### src/mdr_pkg.sv
// ----------------------------------------------------------------------------
// mdr_pkg: shared types and constants for the masked distance reduction
// Holds the pixel and result formats, the mode codes, the controller states
// and the command and status groups that join the controller and datapath.
// ----------------------------------------------------------------------------
package mdr_pkg;

    // Field widths fixed by the pixel and result formats.
    localparam int DIST_W  = 16;
    localparam int SCALE_W = 12;
    localparam int VAL_W   = 20;
    localparam int MODE_W  = 2;
    localparam int FRAC_SHIFT = 8;

    // Default image size bound, as log2 of the pixel count.
    localparam int MAX_PIXELS_LOG2_DEF = 20;

    // Reset value of the scale register: 1.0 in Q4.8.
    localparam logic [SCALE_W-1:0] SCALE_RESET = 12'd256;

    // Mode register codes.
    localparam logic [MODE_W-1:0] MODE_AVG = 2'd0;
    localparam logic [MODE_W-1:0] MODE_MAX = 2'd1;
    localparam logic [MODE_W-1:0] MODE_RAW = 2'd2;

    // Configuration register indexes.
    localparam logic CFG_IDX_MODE  = 1'b0;
    localparam logic CFG_IDX_SCALE = 1'b1;

    // One input pixel.
    typedef struct packed {
        logic              in_mask;
        logic [DIST_W-1:0] distance;
        logic              end_of_image;
    } pix_t;

    // One result item.
    typedef struct packed {
        logic [VAL_W-1:0] value;
        logic             has_value;
        logic             final_res;
    } res_t;

    // Controller states.
    typedef enum logic [2:0] {
        ST_IDLE,
        ST_MUL,
        ST_ACC,
        ST_DIV,
        ST_EMIT
    } state_t;

    // Commands from the controller to the datapath.
    typedef struct packed {
        logic capture;
        logic mul;
        logic acc;
        logic div_start;
        logic div_step;
        logic emit;
    } cmd_t;

    // Status from the datapath to the controller.
    typedef struct packed {
        logic [MODE_W-1:0] mode;
        logic              mask;
        logic              last;
        logic              div_last;
        logic              out_free;
    } sts_t;

endpackage

### src/mdr_ctrl.sv
// ----------------------------------------------------------------------------
// mdr_ctrl: sequencing state machine for the masked distance reduction
// Steps each pixel through scaling, accumulation, the optional division of
// the mean and the hand-off into the result register.
// ----------------------------------------------------------------------------
module mdr_ctrl (
    input  logic           clk,
    input  logic           rst_n,
    input  logic           pix_valid,
    output logic           pix_stall,
    input  mdr_pkg::sts_t  sts,
    output mdr_pkg::cmd_t  cmd
);
    import mdr_pkg::*;

    state_t state_reg;
    state_t state_next;
    logic   need_emit;
    logic   need_div;

    // Decisions taken once the sample has been accumulated.
    assign need_div  = sts.last && (sts.mode == MODE_AVG);
    assign need_emit = sts.last || ((sts.mode == MODE_RAW) && sts.mask);

    // State register.
    always_ff @(posedge clk or negedge rst_n)
    begin
        if (!rst_n)
        begin
            state_reg <= ST_IDLE;
        end
        else
        begin
            state_reg <= state_next;
        end
    end

    // Next state.
    always_comb
    begin
        state_next = state_reg;
        case (state_reg)
            ST_IDLE:
            begin
                if (pix_valid)
                begin
                    state_next = ST_MUL;
                end
            end
            ST_MUL:
            begin
                state_next = ST_ACC;
            end
            ST_ACC:
            begin
                if (need_div)
                begin
                    state_next = ST_DIV;
                end
                else if (need_emit)
                begin
                    state_next = ST_EMIT;
                end
                else
                begin
                    state_next = ST_IDLE;
                end
            end
            ST_DIV:
            begin
                if (sts.div_last)
                begin
                    state_next = ST_EMIT;
                end
            end
            ST_EMIT:
            begin
                if (sts.out_free)
                begin
                    state_next = ST_IDLE;
                end
            end
            default:
            begin
                state_next = ST_IDLE;
            end
        endcase
    end

    // Outputs.
    always_comb
    begin
        pix_stall     = (state_reg != ST_IDLE);
        cmd           = '0;
        cmd.capture   = (state_reg == ST_IDLE) && pix_valid;
        cmd.mul       = (state_reg == ST_MUL);
        cmd.acc       = (state_reg == ST_ACC);
        cmd.div_start = (state_reg == ST_ACC) && need_div;
        cmd.div_step  = (state_reg == ST_DIV);
        cmd.emit      = (state_reg == ST_EMIT) && sts.out_free;
    end

    // A result that cannot be handed over keeps the machine waiting for it.
    a_emit_waits: assert property (@(posedge clk) disable iff (!rst_n)
        (state_reg == ST_EMIT && !sts.out_free) |=> (state_reg == ST_EMIT))
        else $error("result dropped while output register was busy");

    // The divider is only entered from accumulation.
    a_div_entry: assert property (@(posedge clk) disable iff (!rst_n)
        (state_reg == ST_DIV) |-> ($past(state_reg) == ST_ACC || $past(state_reg) == ST_DIV))
        else $error("divider entered without accumulation");

endmodule

### src/mdr_datapath.sv
// ----------------------------------------------------------------------------
// mdr_datapath: arithmetic of the masked distance reduction
// Holds the configuration registers, the scaling multiplier, the sum, count
// and maximum accumulators, a one-bit-per-cycle divider for the mean and the
// result register.
// ----------------------------------------------------------------------------
module mdr_datapath #(
    parameter int MAX_PIXELS_LOG2 = mdr_pkg::MAX_PIXELS_LOG2_DEF
) (
    input  logic                          clk,
    input  logic                          rst_n,
    input  logic                          cfg_write_en,
    input  logic                          cfg_index,
    input  logic [mdr_pkg::SCALE_W-1:0]   cfg_wdata,
    input  mdr_pkg::pix_t                 pix,
    output logic                          res_valid,
    input  logic                          res_stall,
    output mdr_pkg::res_t                 res,
    input  mdr_pkg::cmd_t                 cmd,
    output mdr_pkg::sts_t                 sts
);
    import mdr_pkg::*;

    localparam int SUM_W  = MAX_PIXELS_LOG2 + VAL_W;
    localparam int CNT_W  = MAX_PIXELS_LOG2 + 1;
    localparam int PROD_W = DIST_W + SCALE_W;
    localparam int DCNT_W = $clog2(SUM_W + 1);

    // Configuration.
    logic [MODE_W-1:0]  mode_reg;
    logic [SCALE_W-1:0] scale_reg;

    // Captured pixel and scaled sample.
    logic              mask_reg;
    logic              last_reg;
    logic [DIST_W-1:0] dist_reg;
    logic [VAL_W-1:0]  scaled_reg;
    logic [PROD_W-1:0] product;

    // Accumulators.
    logic [SUM_W-1:0] sum_reg, sum_next;
    logic [CNT_W-1:0] count_reg, count_next;
    logic [VAL_W-1:0] max_reg, max_next;
    logic [SUM_W:0]   sum_ext;
    logic [SUM_W-1:0] sum_acc;
    logic [CNT_W-1:0] count_acc;
    logic [VAL_W-1:0] max_acc;

    // Divider.
    logic [SUM_W-1:0]  quot_reg, quot_next;
    logic [CNT_W-1:0]  rem_reg, rem_next;
    logic [DCNT_W-1:0] dcnt_reg, dcnt_next;
    logic [CNT_W:0]    rem_shift;
    logic              rem_ge;
    logic [VAL_W-1:0]  mean;

    // Result register.
    logic             res_valid_reg, res_valid_next;
    res_t             res_reg;
    res_t             res_build;

    // Configuration writes.
    always_ff @(posedge clk or negedge rst_n)
    begin
        if (!rst_n)
        begin
            mode_reg  <= MODE_AVG;
            scale_reg <= SCALE_RESET;
        end
        else if (cfg_write_en)
        begin
            if (cfg_index == CFG_IDX_MODE)
            begin
                mode_reg <= cfg_wdata[MODE_W-1:0];
            end
            else
            begin
                scale_reg <= cfg_wdata;
            end
        end
    end

    // Pixel capture and scaling. The Q12.4 by Q4.8 product shifted right
    // by eight always fits in 20 bits, so no clamp is needed.
    assign product = PROD_W'(dist_reg) * PROD_W'(scale_reg);

    always_ff @(posedge clk)
    begin
        if (cmd.capture)
        begin
            mask_reg <= pix.in_mask;
            last_reg <= pix.end_of_image;
            dist_reg <= pix.distance;
        end
        if (cmd.mul)
        begin
            scaled_reg <= product[PROD_W-1:FRAC_SHIFT];
        end
    end

    // Saturating accumulation of a masked sample.
    assign sum_ext   = {1'b0, sum_reg} + (SUM_W+1)'(scaled_reg);
    assign sum_acc   = sum_ext[SUM_W] ? {SUM_W{1'b1}} : sum_ext[SUM_W-1:0];
    assign count_acc = (&count_reg) ? count_reg : count_reg + CNT_W'(1);
    assign max_acc   = (scaled_reg > max_reg) ? scaled_reg : max_reg;

    always_comb
    begin
        sum_next   = sum_reg;
        count_next = count_reg;
        max_next   = max_reg;
        if (cmd.acc && mask_reg)
        begin
            sum_next   = sum_acc;
            count_next = count_acc;
            max_next   = max_acc;
        end
        else if (cmd.emit && last_reg)
        begin
            sum_next   = '0;
            count_next = '0;
            max_next   = '0;
        end
    end

    always_ff @(posedge clk or negedge rst_n)
    begin
        if (!rst_n)
        begin
            sum_reg   <= '0;
            count_reg <= '0;
            max_reg   <= '0;
        end
        else
        begin
            sum_reg   <= sum_next;
            count_reg <= count_next;
            max_reg   <= max_next;
        end
    end

    // Restoring divider: one quotient bit per cycle, the dividend shifting
    // out of the top of the quotient register as quotient bits enter below.
    assign rem_shift = {rem_reg, quot_reg[SUM_W-1]};
    assign rem_ge    = (rem_shift >= {1'b0, count_reg});

    always_comb
    begin
        quot_next = quot_reg;
        rem_next  = rem_reg;
        dcnt_next = dcnt_reg;
        if (cmd.div_start)
        begin
            quot_next = sum_next;
            rem_next  = '0;
            dcnt_next = DCNT_W'(SUM_W);
        end
        else if (cmd.div_step)
        begin
            quot_next = {quot_reg[SUM_W-2:0], rem_ge};
            rem_next  = rem_ge ? CNT_W'(rem_shift - {1'b0, count_reg})
                               : rem_shift[CNT_W-1:0];
            dcnt_next = dcnt_reg - DCNT_W'(1);
        end
    end

    always_ff @(posedge clk)
    begin
        quot_reg <= quot_next;
        rem_reg  <= rem_next;
        dcnt_reg <= dcnt_next;
    end

    // The mean clamps to 20 bits and is zero over an empty mask.
    always_comb
    begin
        if (count_reg == '0)
        begin
            mean = '0;
        end
        else if (|quot_reg[SUM_W-1:VAL_W])
        begin
            mean = {VAL_W{1'b1}};
        end
        else
        begin
            mean = quot_reg[VAL_W-1:0];
        end
    end

    // Result selection by mode.
    always_comb
    begin
        res_build           = '0;
        res_build.final_res = last_reg;
        case (mode_reg)
            MODE_AVG:
            begin
                res_build.value     = mean;
                res_build.has_value = 1'b1;
            end
            MODE_MAX:
            begin
                res_build.value     = max_reg;
                res_build.has_value = 1'b1;
            end
            MODE_RAW:
            begin
                res_build.value     = mask_reg ? scaled_reg : '0;
                res_build.has_value = mask_reg;
            end
            default:
            begin
                res_build.value     = '0;
                res_build.has_value = 1'b0;
            end
        endcase
    end

    // Output register: loaded on emit, emptied when the receiver takes it.
    assign res_valid_next = cmd.emit ? 1'b1 : (res_valid_reg && res_stall);

    always_ff @(posedge clk or negedge rst_n)
    begin
        if (!rst_n)
        begin
            res_valid_reg <= 1'b0;
        end
        else
        begin
            res_valid_reg <= res_valid_next;
        end
    end

    always_ff @(posedge clk)
    begin
        if (cmd.emit)
        begin
            res_reg <= res_build;
        end
    end

    assign res_valid = res_valid_reg;
    assign res       = res_reg;

    // Status back to the controller.
    always_comb
    begin
        sts          = '0;
        sts.mode     = mode_reg;
        sts.mask     = mask_reg;
        sts.last     = last_reg;
        sts.div_last = (dcnt_reg == DCNT_W'(1));
        sts.out_free = !res_valid_reg || !res_stall;
    end

    // The last pixel's result leaves the accumulators cleared.
    a_clear_after_last: assert property (@(posedge clk) disable iff (!rst_n)
        (cmd.emit && last_reg) |=> (sum_reg == '0 && count_reg == '0 && max_reg == '0))
        else $error("accumulators not cleared after last pixel");

    // An empty mask can hold no sum.
    a_empty_sum: assert property (@(posedge clk) disable iff (!rst_n)
        (count_reg == '0) |-> (sum_reg == '0))
        else $error("sum without masked pixels");

    // The maximum never exceeds the sum of the samples it came from.
    a_max_le_sum: assert property (@(posedge clk) disable iff (!rst_n)
        (SUM_W'(max_reg) <= sum_reg))
        else $error("running maximum above running sum");

endmodule

### src/masked_distance_reduce.sv
// ----------------------------------------------------------------------------
// masked_distance_reduce: masked mean, maximum or raw scaled distance stream
// Scales each distance sample and reduces the masked ones over an image.
// ----------------------------------------------------------------------------
// Usage:
//   Pixel items enter on pix / pix_valid / pix_stall; result items leave on
//   res / res_valid / res_stall. An item moves when valid is high and stall
//   is low. Mode and scale are written through cfg_write_en / cfg_index /
//   cfg_wdata while no pixel is in flight.
//   Each pixel passes through capture, multiply and accumulate before the
//   next can be accepted, and through emit as well when it produces a result;
//   emit waits while the result register holds a result not yet taken. In
//   average mode the last pixel of an image also runs the serial divider, one
//   quotient bit per cycle. A result is registered once its pixel has passed
//   through emit, after the divider for a mean.
//   The result register decouples the two sides: while a result waits under
//   stall, the next pixel is still accepted and processed; the block only
//   holds when a second result is ready before the first has been taken.
//   Reset clears the accumulators, sets mode to average and scale to 1.0,
//   and empties the result register.
// ----------------------------------------------------------------------------
module masked_distance_reduce #(
    parameter int MAX_PIXELS_LOG2 = mdr_pkg::MAX_PIXELS_LOG2_DEF
) (
    input  logic                        clk,
    input  logic                        rst_n,
    input  logic                        cfg_write_en,
    input  logic                        cfg_index,
    input  logic [mdr_pkg::SCALE_W-1:0] cfg_wdata,
    input  logic                        pix_valid,
    output logic                        pix_stall,
    input  mdr_pkg::pix_t               pix,
    output logic                        res_valid,
    input  logic                        res_stall,
    output mdr_pkg::res_t               res
);
    import mdr_pkg::*;

    cmd_t cmd;
    sts_t sts;

    // Sequencing.
    mdr_ctrl u_ctrl (
        .clk       (clk),
        .rst_n     (rst_n),
        .pix_valid (pix_valid),
        .pix_stall (pix_stall),
        .sts       (sts),
        .cmd       (cmd)
    );

    // Arithmetic and result register.
    mdr_datapath #(
        .MAX_PIXELS_LOG2 (MAX_PIXELS_LOG2)
    ) u_datapath (
        .clk          (clk),
        .rst_n        (rst_n),
        .cfg_write_en (cfg_write_en),
        .cfg_index    (cfg_index),
        .cfg_wdata    (cfg_wdata),
        .pix          (pix),
        .res_valid    (res_valid),
        .res_stall    (res_stall),
        .res          (res),
        .cmd          (cmd),
        .sts          (sts)
    );

endmodule
### config.mk
export PLATFORM = sky130hd
export DESIGN_NAME = masked_distance_reduce
export DESIGN_NICKNAME = d
export VERILOG_FILES = /design/src/mdr_pkg.sv /design/src/mdr_ctrl.sv /design/src/mdr_datapath.sv /design/src/masked_distance_reduce.sv
export SDC_FILE = /design/constraint.sdc
export NUM_CORES = 1
export LEC_CHECK = 0
export ABC_AREA = 1
export BUFFER_PORTS_ARGS = -buffer_cell sky130_fd_sc_hd__buf_2
export CORE_AREA = 3 3 192 194
export DETAILED_ROUTE_END_ITERATION = 8
export DIE_AREA = 0 0 195 197
export GPL_TIMING_DRIVEN = 0
export PLACE_DENSITY = 0.74
export SETUP_SLACK_MARGIN = 0.15
export SYNTH_ARGS = -nofsm -noshare
export SYNTH_HDL_FRONTEND = slang
export SYNTH_SLANG_ARGS = --single-unit
### constraint.sdc
create_clock -name clk -period 8.5 [get_ports clk]
set_clock_uncertainty 0.05 [all_clocks]
set_input_delay 0.85 -clock clk [delete_from_list [all_inputs] [get_ports clk]]
set_output_delay 0.85 -clock clk [all_outputs]
set_load 0.02 [all_outputs]
# Word-level counts from Yosys, hierarchy flattened
# Index checks and enable logic that the tools add are counted.
[totals]
register_bits = 226
word_cells = 85
[op_classes]
n_addsub = 4
n_mul = 1
magnitude_cmp = 2
n_eq_ne = 12
n_mux = 23
bitwise = 1
n_reduce_logical = 25
[op_table]
columns = ["op", "count"]
rows = [
  ["$mux 40", 5],
  ["$mux 20", 6],
  ["$mux 21", 4],
  ["$pmux 21 s3", 1],
  ["$add 40x20->41", 1],
  ["$mul 16x12->28", 1],
  ["$ge 22x21->1", 1],
  ["$add 21x1->21 const B", 1],
  ["$logic_not 21->1", 1],
  ["$reduce_and 21->1", 1],
  ["$sub 21x21->21", 1],
  ["$gt 20x20->1", 1],
  ["$reduce_or 20->1", 1],
  ["$mux 3", 5],
  ["$pmux 3 s5", 1],
  ["$logic_and 1x1->1", 8],
  ["$reduce_and 2->1", 4],
  ["$eq 3x2->1 const B", 2],
  ["$eq 6x1->1 const B", 1],
  ["$ne 2x1->1 const B", 3],
  ["$sub 6x1->6 const B", 1],
  ["$ne 2x2->1 const B", 2],
  ["$reduce_bool 2->1", 2],
  ["$eq 3x1->1 const B", 1],
  ["11 further kinds", 13],
]

# Longest topological paths before layout
[logic_depth]
word_depth = 7
depth_mapped = 24

# Hierarchy
# A second synthesis with hierarchy kept.
[unflattened]
hier_cells = 2619
area_unflattened_um2 = 20024.2
[modules_own_cells]
columns = ["module", "n_inst", "cells_per_inst", "area_each_um2", "seq_area_each_um2"]
rows = [
  ["mdr_datapath", 1, 2580, 19790.2, 5947.0],
  ["mdr_ctrl", 1, 39, 234.0, 75.1],
]

# Worst setup path before layout
# No wires, ideal clock.
[synth_path]
path_kind = "flip-flop to flip-flop"
from = "register u_datapath.scale_reg[8]"
to = "register u_datapath.scaled_reg[13] (data pin)"
setup_time_ps = 262
arrival_time_ps = 5041
path_slack_ps = 3147
path_stages_with_launch = 20
n_path_buf = 2
synth_period_minus_slack_ps = 5353
path_cell_list = "dfstp_2 -> clkbuf_1 -> clkbuf_1 -> nand2_1 -> fa_1 -> inv_1 -> fa_1 -> fa_1 -> fa_1 -> inv_1 -> fa_1 -> inv_1 -> ha_1 -> a21oi_1 -> inv_1 -> o21ai_0 -> o211ai_1 -> a21oi_1 -> o21ai_1 -> xor2_1"
[synth_between]
elab_chain_len = 1
[synth_lines]
columns = ["item", "line", "source"]
rows = [
  ["start: declaration", "mdr_datapath.sv:31", "logic [SCALE_W-1:0] scale_reg;"],
  ["start signal: assignment", "mdr_datapath.sv:78", "scale_reg <= cfg_wdata;"],
  ["$mul 16x12->28", "mdr_datapath.sv:85", "assign product = PROD_W'(dist_reg) * PROD_W'(scale_reg);"],
  ["named net u_datapath.product[21]", "mdr_datapath.sv:38", "logic [PROD_W-1:0] product;"],
  ["end signal: assignment", "mdr_datapath.sv:97", "scaled_reg <= product[PROD_W-1:FRAC_SHIFT];"],
  ["end: declaration", "mdr_datapath.sv:37", "logic [VAL_W-1:0] scaled_reg;"],
]
# The timed path passes the listed nets, and every way through them passes these cells.
# A chain may end at the register's enable or synchronous reset.

# Final worst setup path
[layout_path]
from = "register u_datapath.scale_reg[8]"
to = "register u_datapath.scaled_reg[14] (data pin)"
# The elaborated chain is that of the path after synthesis.

==> metrics.txt <==
# TYPE chip_impl_metric gauge
chip_impl_info{name="tritoncts_clock_tree",value="yes"} 1
chip_impl_metric{name="wirelength",unit="um"} 56600
chip_impl_metric{name="synth.yosys.seq_area_share",unit="%"} 30.0
chip_impl_metric{name="signed_area_change_from_the_synthesized_netlist_to_the_final_layout",unit="%"} 9.63
chip_impl_metric{name="worst-endpoint-arrival",unit="ns"} 6.52
chip_impl_metric{name="post_cts_resize_count",unit=""} 0
chip_impl_metric{name="yosys-mux-area-fraction",unit="%"} 0.562
chip_impl_metric{name="final_layout_size_suffix_gt1_share",unit="%"} 6.48
chip_impl_metric{name="yosys_register_bits",unit=""} 226
chip_impl_metric{name="final-max-slew-violation-count",unit=""} 0
chip_impl_metric{name="totalNegativeSetupSlack",unit="ns"} 0
chip_impl_metric{name="timing.final.ws_setup",unit="ns"} 2.24
chip_impl_metric{name="grt_max_degree",unit=""} 63
chip_impl_metric{name="avgSynthCellArea",unit="um2"} 7.58
chip_impl_metric{name="ff2ff_path_depth",unit=""} 19
chip_impl_metric{name="clock_insertion_delay_worst_skew",unit="ns"} 0.58
chip_impl_metric{name="layout_worst_path_cycle_share",unit="%"} 73.7
chip_impl_metric{name="holdBufCountCts",unit=""} 0
chip_impl_metric{name="htree_levels",unit=""} 1
chip_impl_metric{name="grt-ovfl-total",unit=""} 0
chip_impl_metric{name="synth_compound_area_share",unit="%"} 8.03
chip_impl_metric{name="design.core.area",unit="um2"} 35400
chip_impl_metric{name="drtIter0Drc",unit=""} 1389
chip_impl_info{name="dominant_combinational_cell_family_by_area_after_synthesis",value="simple AND/OR/NAND/NOR gates"} 1
chip_impl_metric{name="timing.max_cap.violations",unit=""} 0
chip_impl_info{name="worst_r2r_startpoint",value="u_datapath.scale_reg[8]"} 1
chip_impl_info{name="clock_tree.root_cell",value="sky130_fd_sc_hd__clkbuf_16"} 1
chip_impl_metric{name="worstPathMaxFanout",unit=""} 10
chip_impl_metric{name="fp.dieW",unit="um"} 195
chip_impl_metric{name="detailedPlace.worstSlack",unit="ns"} 2.33
chip_impl_metric{name="holdWs",unit="ns"} 0.229
chip_impl_metric{name="routed-via-count",unit=""} 17730
chip_impl_metric{name="floorplan.io_pins",unit=""} 60
chip_impl_metric{name="period_minus_slack",unit="ns"} 6.26
chip_impl_metric{name="slew-limit-headroom",unit="%"} 43.4
chip_impl_metric{name="synth_enable_flop_cells",unit=""} 100
chip_impl_info{name="layout_commonest_cell",value="sky130_fd_sc_hd__nand2_1"} 1
chip_impl_info{name="crit-reg2reg-capture",value="u_datapath.scaled_reg[14]"} 1
chip_impl_metric{name="synth_area",unit="um2"} 20000
chip_impl_info{name="holdCritPathClass",value="in2async"} 1
chip_impl_metric{name="detail_route.first_pass.iterations",unit=""} 6
chip_impl_metric{name="numPlacedInstances",unit=""} 3171
chip_impl_metric{name="postRouteAntennaNets",unit=""} 0
chip_impl_metric{name="globalRouteTotalUtil",unit="%"} 29.5
chip_impl_metric{name="wl_per_cell",unit="um"} 17.6
chip_impl_info{name="status",value="completed"} 1
chip_impl_metric{name="drt_drc_violations_left",unit=""} 0
chip_impl_metric{name="drt-vias-per-instance",unit=""} 5.50
chip_impl_metric{name="synthSimpleGateAreaFrac",unit="%"} 25.2
chip_impl_metric{name="synth_cells",unit=""} 2646
chip_impl_metric{name="initial_utilization",unit="%"} 56.6
chip_impl_metric{name="report.final.hold_viol_count",unit=""} 0
chip_impl_info{name="cp-end-kind",value="register"} 1
chip_impl_metric{name="report.final.setup_viol",unit=""} 0
chip_impl_metric{name="nets",unit=""} 3044
chip_impl_metric{name="setup.reg_to_reg.worst_slack",unit="ns"} 2.24
chip_impl_metric{name="antenna_cells",unit=""} 0
chip_impl_metric{name="yosysUniqueCellTypes",unit=""} 51
chip_impl_metric{name="worstPathRequired",unit="ns"} 8.76
chip_impl_metric{name="tightestPinTransition",unit="ns"} 0.848
chip_impl_metric{name="fp.dieH",unit="um"} 197
chip_impl_metric{name="adder_and_majority_gate_portion_of_the_synthesized_area",unit="%"} 22.0
chip_impl_metric{name="synth.yosys.warnings",unit=""} 0
chip_impl_metric{name="wire_length_of_the_first_global_routing_pass",unit="um"} 91100
chip_impl_metric{name="syn_nets",unit=""} 2950
chip_impl_metric{name="finalNonFillerCells",unit=""} 3223
chip_impl_metric{name="grt_pass1_vias",unit=""} 17666
chip_impl_metric{name="clkSinkCount",unit=""} 226
chip_impl_metric{name="synthXorXnorAreaFrac",unit="%"} 2.75
chip_impl_metric{name="max-clock-path-buffers",unit=""} 3
chip_impl_info{name="synth_flop_cell",value="sky130_fd_sc_hd__edfxtp_1"} 1
chip_impl_metric{name="clk_pin_slew",unit="ns"} 0.06
chip_impl_metric{name="cts_made_buffers",unit=""} 28
chip_impl_info{name="rsz0062_at_grt",value="no"} 1
chip_impl_metric{name="io_buffer_count",unit=""} 59
chip_impl_info{name="timing.critical_path.from_type",value="register"} 1
chip_impl_metric{name="rows",unit=""} 69
chip_impl_info{name="worst-setup-path-type",value="reg2reg"} 1
chip_impl_metric{name="die_area",unit="um2"} 38400
chip_impl_metric{name="hpwlAfterDp",unit="um"} 44800
chip_impl_metric{name="fmax",unit="MHz"} 160
chip_impl_metric{name="antenna_found_initial",unit=""} 0
chip_impl_metric{name="place_congestion",unit=""} 0.938
chip_impl_info{name="layout.cells.most_common_list",value="782 x sky130_fd_sc_hd__nand2_1, 494 x sky130_fd_sc_hd__inv_1, 160 x sky130_fd_sc_hd__nor2_1, 160 x sky130_fd_sc_hd__nand3_1, 141 x sky130_fd_sc_hd__fa_1"} 1
chip_impl_metric{name="synthArstFlopShare",unit="%"} 43.8
chip_impl_metric{name="post-cts-setup-buffers",unit=""} 0
## how the worst max path moves through the flow
stage	slack, ns	end	cells past startpoint	from
6_report	2.24	u_datapath.scaled_reg[14]	19	u_datapath.scale_reg[8]
5_1_grt	1.96	u_datapath.scaled_reg[13]	19	u_datapath.scale_reg[8]
4_1_cts	2.28	u_datapath.scaled_reg[13]	19	u_datapath.scale_reg[8]
3_5_place_dp	2.33	u_datapath.scaled_reg[14]	19	u_datapath.scale_reg[8]
3_3_place_gp	2.36	u_datapath.scaled_reg[13]	19	u_datapath.scale_reg[8]
2_1_floorplan	3.15	u_datapath.scaled_reg[13]	19	u_datapath.scale_reg[8]
## cells by family after synthesis
group                      after synthesis
and+or+nand+nor                       1206
buffers and inverters                  598
AOI/OAI and AO/OA                      275
adders and majority gates              268
DFF                                    226
xor gates and xnor gates                63
muxes                                   10
## synthesized netlist by cell type (15+ instances only)
master | number | area share (%)
sky130_fd_sc_hd__a21boi_1 | 15 | 0.56
sky130_fd_sc_hd__a21oi_1 | 85 | 2.1
sky130_fd_sc_hd__clkbuf_1 | 70 | 1.3
sky130_fd_sc_hd__dfrtp_1 | 98 | 12
sky130_fd_sc_hd__dfxtp_1 | 27 | 2.7
sky130_fd_sc_hd__edfxtp_1 | 100 | 15
sky130_fd_sc_hd__fa_1 | 141 | 14
sky130_fd_sc_hd__ha_1 | 127 | 7.9
sky130_fd_sc_hd__inv_1 | 495 | 9.3
sky130_fd_sc_hd__inv_2 | 15 | 0.28
sky130_fd_sc_hd__nand2_1 | 782 | 15
sky130_fd_sc_hd__nand3_1 | 160 | 4.0
sky130_fd_sc_hd__nand4_1 | 27 | 0.84
sky130_fd_sc_hd__nor2_1 | 161 | 3.0
sky130_fd_sc_hd__nor3_1 | 24 | 0.60
sky130_fd_sc_hd__nor4_1 | 17 | 0.53
sky130_fd_sc_hd__o211ai_1 | 23 | 0.86
sky130_fd_sc_hd__o21ai_0 | 81 | 2.0
sky130_fd_sc_hd__o21ai_1 | 32 | 0.80
sky130_fd_sc_hd__xnor2_1 | 17 | 0.74
sky130_fd_sc_hd__xor2_1 | 46 | 2.0
## stage by stage
step | utilization, % | area (um2)
floorplan | - | 20000
global placement | 59.1 | 20900
detailed placement | 59.4 | 21000
CTS | 62.1 | 22000
global route | 62.1 | 22000
finish | 62.1 | 22000
## critical path: stages, from the launching register on
cell	delay, ns
sky130_fd_sc_hd__dfstp_2	0.51
sky130_fd_sc_hd__clkbuf_1	0.43
sky130_fd_sc_hd__clkbuf_1	0.53
sky130_fd_sc_hd__nand2_1	0.16
sky130_fd_sc_hd__fa_1	0.56
sky130_fd_sc_hd__inv_1	0.05
sky130_fd_sc_hd__fa_1	0.46
sky130_fd_sc_hd__fa_1	0.54
sky130_fd_sc_hd__fa_1	0.55
sky130_fd_sc_hd__inv_1	0.05
sky130_fd_sc_hd__fa_1	0.52
sky130_fd_sc_hd__inv_1	0.04
sky130_fd_sc_hd__ha_1	0.34
sky130_fd_sc_hd__a21oi_1	0.20
sky130_fd_sc_hd__o21ai_0	0.19
sky130_fd_sc_hd__inv_1	0.09
sky130_fd_sc_hd__nand2_1	0.05
sky130_fd_sc_hd__a21oi_1	0.33
sky130_fd_sc_hd__o21ai_0	0.17
sky130_fd_sc_hd__xor2_1	0.16
## routing by layer
layer,routed length [um],up-vias,GRT usage (%)
met4,2210,0,10.3
li1,-,8478,-
met5,0,-,0
met2,26600,721,50.1
met3,4040,135,4.14
met1,23800,8396,39.1
## layout make-up
type	instances	area (um2)
multi-input cells	1822	11700
plain buffers	86	368
fillers	3227	13400
clock buffers	36	761
clock inverters	16	183
inverters	512	1930
repair buffers	64	399
flip-flops and latches	226	6020
well taps	461	577
Power is not shown: default switching activity piles up to over one toggle a cycle in this logic, so the estimate is an artifact.
